==> config.mk <==
export PLATFORM = sky130hd
export DESIGN_NAME = button_debounce_long_press_edge_flat
export DESIGN_NICKNAME = d
export VERILOG_FILES = /design/src/rtl/core/bdlp_pkg.sv /design/src/rtl/core/bdlp_if.sv /design/src/rtl/core/button_debounce_long_press_edge.sv /design/src/rtl/core/bdlp_engine.sv /design/src/flat_wrapper.sv
export SDC_FILE = /design/constraint.sdc
export NUM_CORES = 1
export LEC_CHECK = 0
export ABC_AREA = 0
export CAP_MARGIN = 10
export CORE_ASPECT_RATIO = 1.1
export CORE_MARGIN = 4
export CORE_UTILIZATION = 45
export DETAILED_ROUTE_END_ITERATION = 8
export DONT_BUFFER_PORTS = 1
export PLACE_DENSITY = 0.69
export SLEW_MARGIN = 20
export SYNTH_ARGS = -nofsm -noshare
export SYNTH_HDL_FRONTEND = slang
export SYNTH_SLANG_ARGS = --single-unit
==> constraint.sdc <==
create_clock -name clk -period 3.04 [get_ports clk]
set_input_delay 0 -clock clk [delete_from_list [all_inputs] [get_ports clk]]
set_output_delay 0 -clock clk [all_outputs]
set_load 0.01 [all_outputs]
==> src/rtl/core/bdlp_pkg.sv <==
// Shared constants and types for the button debounce / long-press block.
package bdlp_pkg;

  localparam int BTN_COUNT = 3;
  localparam int HOLD_W    = 16;
  localparam int IDX_W     = 8;
  localparam int BTN_IDX_W = (BTN_COUNT > 1) ? $clog2(BTN_COUNT) : 1;

  localparam logic [HOLD_W-1:0] HOLD_TICKS_RST = HOLD_W'(100);

  typedef enum logic {
    OP_TICK  = 1'b0,
    OP_QUERY = 1'b1
  } op_t;

  typedef struct packed {
    op_t                  operation;
    logic [BTN_COUNT-1:0] raw_levels;
    logic [IDX_W-1:0]     button_index;
  } item_t;

  typedef struct packed {
    logic [BTN_COUNT-1:0] pressed_levels;
    logic [BTN_COUNT-1:0] long_held;
    logic                 edge_seen;
  } result_t;

endpackage

==> src/rtl/core/bdlp_if.sv <==
// Valid/ready channel interfaces for the input items and the results.
interface bdlp_in_if
  import bdlp_pkg::*;
();
  logic                 valid;
  logic                 ready;
  op_t                  operation;
  logic [BTN_COUNT-1:0] raw_levels;
  logic [IDX_W-1:0]     button_index;

  modport source (output valid, output operation, output raw_levels,
                  output button_index, input ready);
  modport sink   (input valid, input operation, input raw_levels,
                  input button_index, output ready);
endinterface

interface bdlp_out_if
  import bdlp_pkg::*;
();
  logic                 valid;
  logic                 ready;
  logic [BTN_COUNT-1:0] pressed_levels;
  logic [BTN_COUNT-1:0] long_held;
  logic                 edge_seen;

  modport source (output valid, output pressed_levels, output long_held,
                  output edge_seen, input ready);
  modport sink   (input valid, input pressed_levels, input long_held,
                  input edge_seen, output ready);
endinterface

==> src/rtl/core/button_debounce_long_press_edge.sv <==
// Top level: input register, state update, result register.
// The input item is held in the input register until the state update can step, and its
// result is then held in the result register until the output takes it.
// Throughput: one transaction per cycle; the input register advances whenever
// the result register is empty or being drained in the same cycle.
// Reset (synchronous, rst_n low): all levels released, counters and flags
// cleared, hold limit back to 100, both pipeline registers empty.
module button_debounce_long_press_edge
  import bdlp_pkg::*;
(
  input  logic              clk,
  input  logic              rst_n,
  bdlp_in_if.sink           in_ch,
  bdlp_out_if.source        out_ch,
  input  logic              cfg_we,
  input  logic [HOLD_W-1:0] cfg_wdata
);

  logic    s1_valid_r;
  item_t   s1_item_r;
  logic    out_valid_r;
  result_t out_res_r;
  result_t res;
  logic    adv;
  logic    in_take;

  assign adv     = s1_valid_r && (!out_valid_r || out_ch.ready);
  assign in_take = in_ch.valid && in_ch.ready;

  assign in_ch.ready = !s1_valid_r || adv;

  bdlp_engine u_engine (
    .clk       (clk),
    .rst_n     (rst_n),
    .step      (adv),
    .item      (s1_item_r),
    .cfg_we    (cfg_we),
    .cfg_wdata (cfg_wdata),
    .res       (res)
  );

  always_ff @(posedge clk) begin
    if (!rst_n) begin
      s1_valid_r  <= 1'b0;
      out_valid_r <= 1'b0;
    end else begin
      if (in_take) begin
        s1_valid_r <= 1'b1;
      end else if (adv) begin
        s1_valid_r <= 1'b0;
      end
      if (adv) begin
        out_valid_r <= 1'b1;
      end else if (out_ch.ready) begin
        out_valid_r <= 1'b0;
      end
    end
  end

  always_ff @(posedge clk) begin
    if (in_take) begin
      s1_item_r.operation    <= in_ch.operation;
      s1_item_r.raw_levels   <= in_ch.raw_levels;
      s1_item_r.button_index <= in_ch.button_index;
    end
    if (adv) begin
      out_res_r <= res;
    end
  end

  assign out_ch.valid          = out_valid_r;
  assign out_ch.pressed_levels = out_res_r.pressed_levels;
  assign out_ch.long_held      = out_res_r.long_held;
  assign out_ch.edge_seen      = out_res_r.edge_seen;

endmodule

==> src/rtl/core/bdlp_engine.sv <==
// Button state: sample history, stable levels, hold counters, edge tracking.
module bdlp_engine
  import bdlp_pkg::*;
(
  input  logic              clk,
  input  logic              rst_n,
  input  logic              step,
  input  item_t             item,
  input  logic              cfg_we,
  input  logic [HOLD_W-1:0] cfg_wdata,
  output result_t           res
);

  // level vectors: 1 = released
  logic [BTN_COUNT-1:0] newer_r, newer_nxt;
  logic [BTN_COUNT-1:0] older_r, older_nxt;
  logic [BTN_COUNT-1:0] stable_r, stable_nxt;
  logic [BTN_COUNT-1:0] edge_last_r, edge_last_nxt;
  logic [BTN_COUNT-1:0] hold_flag_r, hold_flag_nxt;
  logic [HOLD_W-1:0]    hold_cnt_r [BTN_COUNT];
  logic [HOLD_W-1:0]    hold_cnt_nxt [BTN_COUNT];
  logic [HOLD_W-1:0]    hold_ticks_r;
  logic                 edge_hit;

  always_comb begin
    logic [BTN_IDX_W-1:0] sel;
    logic                 in_range;
    newer_nxt     = newer_r;
    older_nxt     = older_r;
    stable_nxt    = stable_r;
    edge_last_nxt = edge_last_r;
    hold_flag_nxt = hold_flag_r;
    hold_cnt_nxt  = hold_cnt_r;
    edge_hit      = 1'b0;
    sel           = item.button_index[BTN_IDX_W-1:0];
    in_range      = (item.button_index < IDX_W'(BTN_COUNT));

    if (item.operation == OP_TICK) begin
      older_nxt = newer_r;
      newer_nxt = item.raw_levels;
      for (int i = 0; i < BTN_COUNT; i++) begin
        if (item.raw_levels[i] == newer_r[i]) begin
          stable_nxt[i] = item.raw_levels[i];
        end
        if (!stable_nxt[i]) begin
          if (hold_cnt_r[i] < hold_ticks_r) begin
            hold_cnt_nxt[i] = hold_cnt_r[i] + HOLD_W'(1);
          end else begin
            hold_flag_nxt[i] = 1'b1;
          end
        end else begin
          hold_cnt_nxt[i]  = '0;
          hold_flag_nxt[i] = 1'b0;
        end
      end
    end else if (in_range) begin
      if (!stable_r[sel] && edge_last_r[sel]) begin
        edge_last_nxt[sel] = 1'b0;
        edge_hit           = 1'b1;
      end else if (stable_r[sel]) begin
        edge_last_nxt[sel] = 1'b1;
      end
    end
  end

  assign res.pressed_levels = ~stable_nxt;
  assign res.long_held      = hold_flag_nxt;
  assign res.edge_seen      = edge_hit;

  always_ff @(posedge clk) begin
    if (!rst_n) begin
      newer_r      <= '1;
      older_r      <= '1;
      stable_r     <= '1;
      edge_last_r  <= '1;
      hold_flag_r  <= '0;
      hold_ticks_r <= HOLD_TICKS_RST;
      for (int i = 0; i < BTN_COUNT; i++) begin
        hold_cnt_r[i] <= '0;
      end
    end else begin
      if (cfg_we) begin
        hold_ticks_r <= cfg_wdata;
      end
      if (step) begin
        newer_r     <= newer_nxt;
        older_r     <= older_nxt;
        stable_r    <= stable_nxt;
        edge_last_r <= edge_last_nxt;
        hold_flag_r <= hold_flag_nxt;
        hold_cnt_r  <= hold_cnt_nxt;
      end
    end
  end

endmodule
==> src/flat_wrapper.sv <==
// flat-port wrapper written by rule: the top's interface ports become plain ports
module button_debounce_long_press_edge_flat import bdlp_pkg::*;
  (clk, rst_n, cfg_we, cfg_wdata, in_ch_valid, in_ch_operation, in_ch_raw_levels, in_ch_button_index, in_ch_ready, out_ch_valid, out_ch_pressed_levels, out_ch_long_held, out_ch_edge_seen, out_ch_ready);
  bdlp_in_if in_ch_i ();
  bdlp_out_if out_ch_i ();
  input  logic clk;
  input  logic rst_n;
  input  logic cfg_we;
  input  logic [HOLD_W-1:0] cfg_wdata;
  input wire logic [$bits(in_ch_i.valid)-1:0] in_ch_valid;
  input wire logic [$bits(in_ch_i.operation)-1:0] in_ch_operation;
  input wire logic [$bits(in_ch_i.raw_levels)-1:0] in_ch_raw_levels;
  input wire logic [$bits(in_ch_i.button_index)-1:0] in_ch_button_index;
  output wire logic [$bits(in_ch_i.ready)-1:0] in_ch_ready;
  output wire logic [$bits(out_ch_i.valid)-1:0] out_ch_valid;
  output wire logic [$bits(out_ch_i.pressed_levels)-1:0] out_ch_pressed_levels;
  output wire logic [$bits(out_ch_i.long_held)-1:0] out_ch_long_held;
  output wire logic [$bits(out_ch_i.edge_seen)-1:0] out_ch_edge_seen;
  input wire logic [$bits(out_ch_i.ready)-1:0] out_ch_ready;
  assign in_ch_i.valid = in_ch_valid;
  assign in_ch_i.operation = in_ch_operation;
  assign in_ch_i.raw_levels = in_ch_raw_levels;
  assign in_ch_i.button_index = in_ch_button_index;
  assign in_ch_ready = in_ch_i.ready;
  assign out_ch_valid = out_ch_i.valid;
  assign out_ch_pressed_levels = out_ch_i.pressed_levels;
  assign out_ch_long_held = out_ch_i.long_held;
  assign out_ch_edge_seen = out_ch_i.edge_seen;
  assign out_ch_i.ready = out_ch_ready;
  button_debounce_long_press_edge u_core (.clk(clk), .rst_n(rst_n), .in_ch(in_ch_i), .out_ch(out_ch_i), .cfg_we(cfg_we), .cfg_wdata(cfg_wdata));
endmodule
Word level (Yosys, flattened, before mapping) --
Cells that the tools add are included.
Word-level totals: flip-flop bits (word level) 97, bits in latches 0, bits in writable memories 0, bits in read-only memories 0, output and inout bits 9, logic and storage cells 87, memories 0
Operators by class: add/subtract/negate cells 3, $mul 0, div/mod/pow operators 0, magnitude comparators 6, equal/unequal tests 3, shift operators 0, mux-type cells 33, bitwise gates (word level) 5, reductions and logical operators 21
Operators by type and width (number):
- 16-bit two-way mux | 6
- 16-bit by 1-bit adder with 16-bit output, second input constant | 3
- 16-bit less-than comparator | 3
- 1-bit two-way mux | 20
- 3-bit two-way mux | 4
- 2-bit nonzero test | 6
- 3-bit AND reduction | 3
- 8-bit by 2-bit less-than comparator with 1-bit output, second input constant | 1
- 3-bit inverter | 2
- 1-bit binary-select mux with 2-bit select | 2
- 1-bit logical AND | 4
- 2-bit AND reduction | 2
- 4-bit AND reduction | 1
- 3-bit bitwise AND | 1
- 1-bit == test | 3
- 1-bit zero test | 3
- 2-bit by 3-bit less-than comparator with 1-bit output, second input constant | 1
- 3-bit OR | 1
- 1-bit demux with 2-bit select | 1
- 2-bit by 1-bit greater-or-equal comparator with 1-bit output, second input constant | 1
- 1-bit logical OR | 2
- 1-bit inverter | 1

Longest topological paths before layout --
Gate-level depths: netlist of the first run.
depth after elaboration 7, depth in mapped cells 10, depth with buffers taken out 8

Hierarchy --
From an unflattened synthesis of the first run, not the netlist that was laid out.
Second synthesis, totals: cells, all modules 572, area, all modules 5311.3 sq um
By module, submodules not included:
- bdlp_engine | times used 1, cells each 544, area each 4636.9 sq um
- button_debounce_long_press_edge | times used 1, cells each 28, area each 674.4 sq um

Worst setup path before layout of the first run --
OpenSTA, ideal clock, no wires.
kind register to register, start point register u_core.u_engine.hold_ticks_r[11], end point register u_core.u_engine.hold_cnt_r[28] in the netlist's numbering, arrival time 2.219 ns, slack 0.750 ns, cell stages (with the launch flop) 10, buffers on the path 1, period minus slack after synthesis 2.290 ns, cell sequence dfxtp_1 inv_1 ha_1 a21oi_1 o21ai_0 a221oi_1 a21oi_2 clkbuf_1 or3_1 a21oi_1
On the way: cells in the longest elaborated chain, start to end 3
RTL lines:
- start: declaration | line bdlp_engine.sv:22 | logic [HOLD_W-1:0] hold_ticks_r;
- start signal: assignment | line bdlp_engine.sv:83 | hold_ticks_r <= cfg_wdata;
- 16-bit less-than comparator | line bdlp_engine.sv:46 | if (hold_cnt_r[i] < hold_ticks_r) begin
- 2-bit nonzero test (no source line)
- 3-bit AND reduction (no source line)
- end signal: assignment | line bdlp_engine.sv:91 | hold_cnt_r <= hold_cnt_nxt;
- end: declaration | line bdlp_engine.sv:20 | logic [HOLD_W-1:0] hold_cnt_r [BTN_COUNT];
No other way between the ends. A chain may end at the register's enable or synchronous reset.

Final worst setup path of the first run --
start point register u_core.u_engine.hold_ticks_r[1], end point register u_core.u_engine.hold_cnt_r[13] in the netlist's numbering
The elaborated chain is that of the path after synthesis.

==> results of run 1 <==
[cells in the final DEF (no fill, tap or decap), types with 6 or more instances in the layout]
cell / instances
nand2b_1: 6
or4_1: 16
and3_1: 8
edfxtp_1: 19
nor2_1: 38
ha_1: 48
nand2_1: 64
o21ai_1: 17
a21oi_1: 62
nor3_1: 6
nand3_1: 27
o31ai_1: 17
inv_1: 25
or3_1: 25
dlygate4sd3_1: 32
nand4_1: 19
o211ai_1: 12
clkbuf_16: 9
mux2i_1: 29
buf_4: 11
o21ai_0: 14
dfxtp_1: 78
[metal layers]
layer	vias to the layer above	GRT usage (%)
li1	2340	-
met1	2269	22.5
met2	123	36.6
met3	31	3.65
met4	0	8.94
met5	-	0
[repair_timing]
item / CTS / global route
hold buffers: 32 / 0
hold endpoints to repair: 50 / 0
setup buffers: 0 / 0
[report_power, final]
group / internal, mW / switching (mW)
logic: 0.0962 / 0.147
clock network: 0.627 / 0.470
registers: 1.35 / 0.0241
[cells in the mapped netlist, types with 12 or more instances]
| cell | instances |
|---|---|
| edfxtp_1 | 19 |
| clkbuf_1 | 24 |
| nand2_1 | 64 |
| mux2i_1 | 29 |
| o211ai_1 | 12 |
| a21oi_1 | 62 |
| nand4_1 | 19 |
| o21ai_0 | 14 |
| o31ai_1 | 17 |
| nand3_1 | 27 |
| nor2_1 | 38 |
| o21ai_1 | 17 |
| or3_1 | 25 |
| dfxtp_1 | 78 |
| inv_1 | 25 |
| ha_1 | 48 |
| or4_1 | 16 |
[layout make-up]
cell class / instances / area, um2 / share of cell area (%)
antenna: 1 / 2.50 / 0.0407
clock buffer: 9 / 225 / 3.66
clock inverter: 7 / 61.3 / 0.996
inverter: 27 / 101 / 1.65
multi-input combinational: 462 / 3040 / 49.4
sequential: 97 / 2130 / 34.6
tap: 150 / 188 / 3.05
timing repair buffer: 43 / 403 / 6.54
[worst reg2reg max path, stage by stage (launching register included)]
cell	delay (ns)
dfxtp_1	0.34
inv_1	0.11
ha_1	0.30
a2111o_1	0.41
a311oi_4	0.36
a21oi_2	0.12
buf_4	0.21
or4_1	0.47
a21oi_1	0.16
[cell families after synthesis]
kind of cell	synth area share, %
adders and majority gates	11.3
and+or+nand+nor	21.3
muxes	5.39
DFF	39.6
buffers and inverters	3.84
AOI/OAI and AO/OA	18.5
[metrics by stage]
step | power [mW] | hold slack (ns) | util, % | instance area (um2) | setup slack (ns)
floorplan | 1.54 | 0.0989 | - | 5380 | 0.750
global placement | 1.59 | 0.0684 | 47.8 | 5550 | 0.582
detailed placement | 1.59 | 0.0802 | 47.8 | 5550 | 0.507
CTS | 2.73 | 0.0277 | 53.1 | 6150 | 0.484
global route | 2.81 | 0.0327 | 53.1 | 6150 | 0.289
finish | 2.71 | 0.0354 | 53.1 | 6160 | 0.492
[state kept, by name, summed over array words and instances (netlist names), named ones only]
register,cells
u_core.u_engine.hold_cnt_r,48
u_core.u_engine.hold_ticks_r,16
u_core.s1_item_r,12
u_core.out_ch.long_held,3
u_core.out_ch.pressed_levels,3
u_core.u_engine.hold_flag_r,3
u_core.u_engine.newer_r,3
u_core.u_engine.stable_r,3
u_core.out_ch.edge_seen,1
u_core.out_ch.valid,1
u_core.s1_valid_r,1
[path summary, 6_finish.rpt]
| path | from | endpoint | slack (ns) | cells after the start |
|---|---|---|---|---|
| worst max-delay path | u_core.u_engine.hold_ticks_r[1] | u_core.u_engine.hold_cnt_r[13] | 0.49 | 8 |
| worst min-delay path | rst_n | u_core.u_engine.hold_cnt_r[27] | 0.04 | 3 |
| worst max register to register | u_core.u_engine.hold_ticks_r[1] | u_core.u_engine.hold_cnt_r[13] | 0.49 | 8 |
| worst min register to register | u_core.u_engine.newer_r[2] | u_core.u_engine.newer_r[2] | 0.48 | 2 |
==> results_dict.tcl, run 1 <==
set metrics [dict create \
    status "complete, no violations" \
    cts_resized 0 \
    critPathMaxFanout 18 \
    wl_met3_um 553 \
    dp.cells 747 \
    critPathCaptureType "flip-flop" \
    grt_pass1_wl_um 21900 \
    syn_avg_cell_area_um2 8.79 \
    layout.nets 721 \
    ys_top_cells_by_area "dfxtp_1, ha_1, edfxtp_1" \
    ys.flop_type "dfxtp_1" \
    wire_per_inst_um 17.4 \
    drive_above_1_share_pct 4.81 \
    die_area_um2 13800 \
    crit_path_cell_trace "inv_1 -> ha_1 -> a2111o_1 -> a311oi_4 -> a21oi_2 -> buf_4 -> or4_1 -> a21oi_1" \
    skew_ns 0.00700 \
    route.met2.wl_um 7080 \
    async_flop_share_pct 0 \
    vias 4763 \
    drt-pass1-iter-count 5 \
    grt_overflow_total 0 \
    hpwl_um 9870 \
    critPathKind "flip-flop to flip-flop" \
    cap_viol_max_count 0 \
    grt_max_degree 38 \
    cts_buffer_depth 2 \
    grt_util_all_layers_pct 20.0 \
    cts_tree "built" \
    yosysSeqAreaShare_pct 39.6 \
    die_height_um 123 \
    synth_top_area_cell "dfxtp_1" \
    worstPathRequired_ns 3.31 \
    ys.warnings.count 0 \
    post-route-period-util_pct 83.8 \
    cp-start-kind "flip-flop" \
    slowest_stage "or4_1" \
    die_x_um 112 \
    ys_types 49 \
    finalMaxSlewViolations 0 \
    rsz0062_at_grt "false" \
    yosys_register_bits 97 \
    coreArea_um2 11600 \
    maxSlewHeadroom_pct 33.2 \
    syn_inst 612 \
    portBuffers 0 \
    ir_drop_uv 262 \
    static-leakage-power_nw 2.28 \
    synth_area_um2 5380 \
    cpPeakStageDelay_ns 0.47 \
    numCtsBuffers 9 \
    cp_top_family "compound AO/OA/AOI/OAI gates" \
    hold_violations 0 \
    power_density_nw_per_um2 440 \
    htree_num_levels 3 \
    fillerInstances 1067 \
    viasPerCell 5.98 \
    fin_cells 796 \
    grt_pass1_vias 4614 \
    cts.sinks 97 \
    setup_viol 0 \
    synth_edf_count 19 \
    worstPathBufferInverterCount 2 \
    area_growth_pct 14.4 \
    fin_crit_ns 2.55 \
    clock_latency_ns 0.34 \
    rows 41 \
    drt_wl_total_um 13900 \
    gp_congestion 0.881 \
    tightest_slew_ns 0.998 \
    cts-root-buf "clkbuf_16" \
    yosysTopAreaCellShare_pct 29.0 \
    antenna_found_initial 0 \
    hp-class "primary input to flip-flop" \
    fin_setup_tns_ns 0 \
    first_iter_violations 294 \
    clkTransAtPathRegs_ns 0.07 \
    io_pins 42 \
    wl_met1_um 5850 \
    start_util_pct 46.4 \
    fmax_mhz 392 \
    ant_nets 0 \
    drc_errors 0 \
    dr.max_layer_used "met4" \
    arrival_ns 2.82 \
    synth_nets 693 \
]
Note: power is estimated with default switching activity, not from simulation.
==> inputs of run 2 (changes only) <==
==> constraint.sdc (replaced) <==
create_clock -name clk -period 2.4 [get_ports clk]
set_input_delay 0 -clock clk [delete_from_list [all_inputs] [get_ports clk]]
set_output_delay 0 -clock clk [all_outputs]
set_load 0.01 [all_outputs]
==> run 2 against run 1 <==
Net effect: global-route usage grew 1.1 points; core utilization grew 4.8 points; critical path depth is the same; combinational power grew 39%; routed wire length grew 5.3%.
==> results_dict.tcl, run 2 (synthesis results as in run 1) <==
set metrics [dict create \
    grt_max_degree 38 \
    worstSetupStartpoint "u_core.u_engine.hold_ticks_r[1]" \
    finalMaxSlewViolations 0 \
    die_height_um 123 \
    fin_util_pct 57.9 \
    fin_crit_ns 2.35 \
    hold_violations 0 \
    reg_top3 "u_core.u_engine.hold_cnt_r: 48 flops, u_core.u_engine.hold_ticks_r: 16 flops, u_core.s1_item_r: 12 flops" \
    skew_ns 0.00670 \
    top_usage_layer "met2" \
    rows 41 \
    htree_num_levels 3 \
    cts_buffer_depth 2 \
    portBuffers 0 \
    layout.nets 754 \
    fillerInstances 1010 \
    cp-start-kind "flip-flop" \
    timing.rr.start "u_core.u_engine.hold_ticks_r[1]" \
    hp-class "primary input to flip-flop" \
    worstPathRequired_ns 2.68 \
    top_register "u_core.u_engine.hold_cnt_r" \
    largest_register_ffs 48 \
    grt_util_all_layers_pct 21.0 \
    reg2reg_slack_ns 0.05 \
    numCtsBuffers 9 \
    cts.sinks 97 \
    static-leakage-power_nw 2.51 \
    start_util_pct 46.4 \
    first_iter_violations 374 \
    cts-root-buf "clkbuf_16" \
    gp_congestion 0.882 \
    critPathCaptureType "flip-flop" \
    hpwl_um 10000 \
    die_x_um 112 \
    arrival_ns 2.63 \
    drt-pass1-iter-count 6 \
    antenna_found_initial 0 \
    ir_drop_uv 410 \
    coreArea_um2 11600 \
    grtUsageMet3_pct 3.80 \
    maxSlewHeadroom_pct 31.8 \
    critPathKind "flip-flop to flip-flop" \
    critPathMaxFanout 12 \
    io_pins 42 \
    cts_tree "built" \
    vias 4970 \
    dp.cells 770 \
    tightest_slew_ns 1.02 \
    drc_errors 0 \
    clkTransAtPathRegs_ns 0.06 \
    grt_pass1_vias 4860 \
    drive_above_1_share_pct 16.2 \
    viasPerCell 6.00 \
    drt_wl_total_um 14600 \
    fin_cells 828 \
    fmax_mhz 425 \
    antenna_cells 0 \
    grt_overflow_total 0 \
    setup_viol 0 \
    use_met1_pct 25.2 \
    power_density_nw_per_um2 537 \
    grtUsageMet2_pct 36.6 \
    cap_viol_max_count 0 \
    die_area_um2 13800 \
    mostFrequentLayoutCell "dfxtp_1" \
    status "complete, no violations" \
    post-route-period-util_pct 97.9 \
    wire_per_inst_um 17.6 \
    ant_nets 0 \
    layout_common_cells "dfxtp_1, nand2_1, a21oi_1, ha_1, buf_4" \
    hold_path_startpoint "rst_n" \
    clock_latency_ns 0.35 \
    grt_pass1_wl_um 23200 \
    area_growth_pct 24.8 \
]
## run 2: cell count changes in the layout (fill, tap and decap cells not counted), sizes merged
cell      change
clkinv        -3
buf          +32
diode         -1
clkbuf        +6
clkinvlp      -2
## run 2: layer usage
layer  routed length [um]  vias up  share of wire, %
li1                     -     2401                 -
met1                 6120     2389                42
met2                 7390      142                51
met3                  639       38               4.4
met4                  439        0               3.0
met5                    0        -                 0
## run 2: cell type report
cell class	instances	area, um2	area share, %
clock inverters	2	35.0	0.522
inverters	27	104	1.55
well taps	150	188	2.80
multi-input cells	462	3250	48.5
flip-flops and latches	97	2140	31.9
repair buffers	76	706	10.5
clock buffers	14	284	4.23
## run 2: per-stage QoR
stage	hold WS, ns	power (mW)	setup WS [ns]	TNS (ns)	area, um2
after detailed placement	0.0781	2.02	-0.0420	-0.123	5760
after floorplan	0.0989	1.95	0.110	0	5380
after global placement	0.0672	2.01	0.0136	0	5760
after global routing	0.106	3.74	-0.0447	-0.199	6710
after CTS	0.0691	3.60	-0.000427	-0.000427	6430
final	0.0848	3.60	0.0493	0	6710
## run 2: where the power goes
part | internal, mW | leakage [nW] | switching [mW]
clock | 0.921 | 0.159 | 0.608
sequential | 1.70 | 0.824 | 0.0328
combinational | 0.139 | 1.53 | 0.200
## run 2: path summary, 6_finish.rpt
kind / cells past startpoint / end
setup / recovery: 8 / u_core.u_engine.hold_cnt_r[31]
hold / removal: 2 / u_core.out_ch.valid
setup reg to reg: 8 / u_core.u_engine.hold_cnt_r[31]
hold reg to reg: 2 / u_core.u_engine.hold_flag_r[1]
## run 2: critical path, cell delays in order, from the launching register on
cell and delay (ns):
dfxtp_2 0.35, inv_4 0.05, ha_1 0.26, a2111o_1 0.42, a32oi_4 0.29, a21oi_4 0.11
buf_12 0.15, or4_1 0.50, a21oi_1 0.15
## run 2: repair_timing
action	4_1_cts	5_1_grt
endpoints found under the setup margin	9	32
resized for setup	1	51
hold buffers	32	0
pin swaps	2	17
gates cloned	0	1
hold endpoints to repair	59	0
setup buffers	4	5
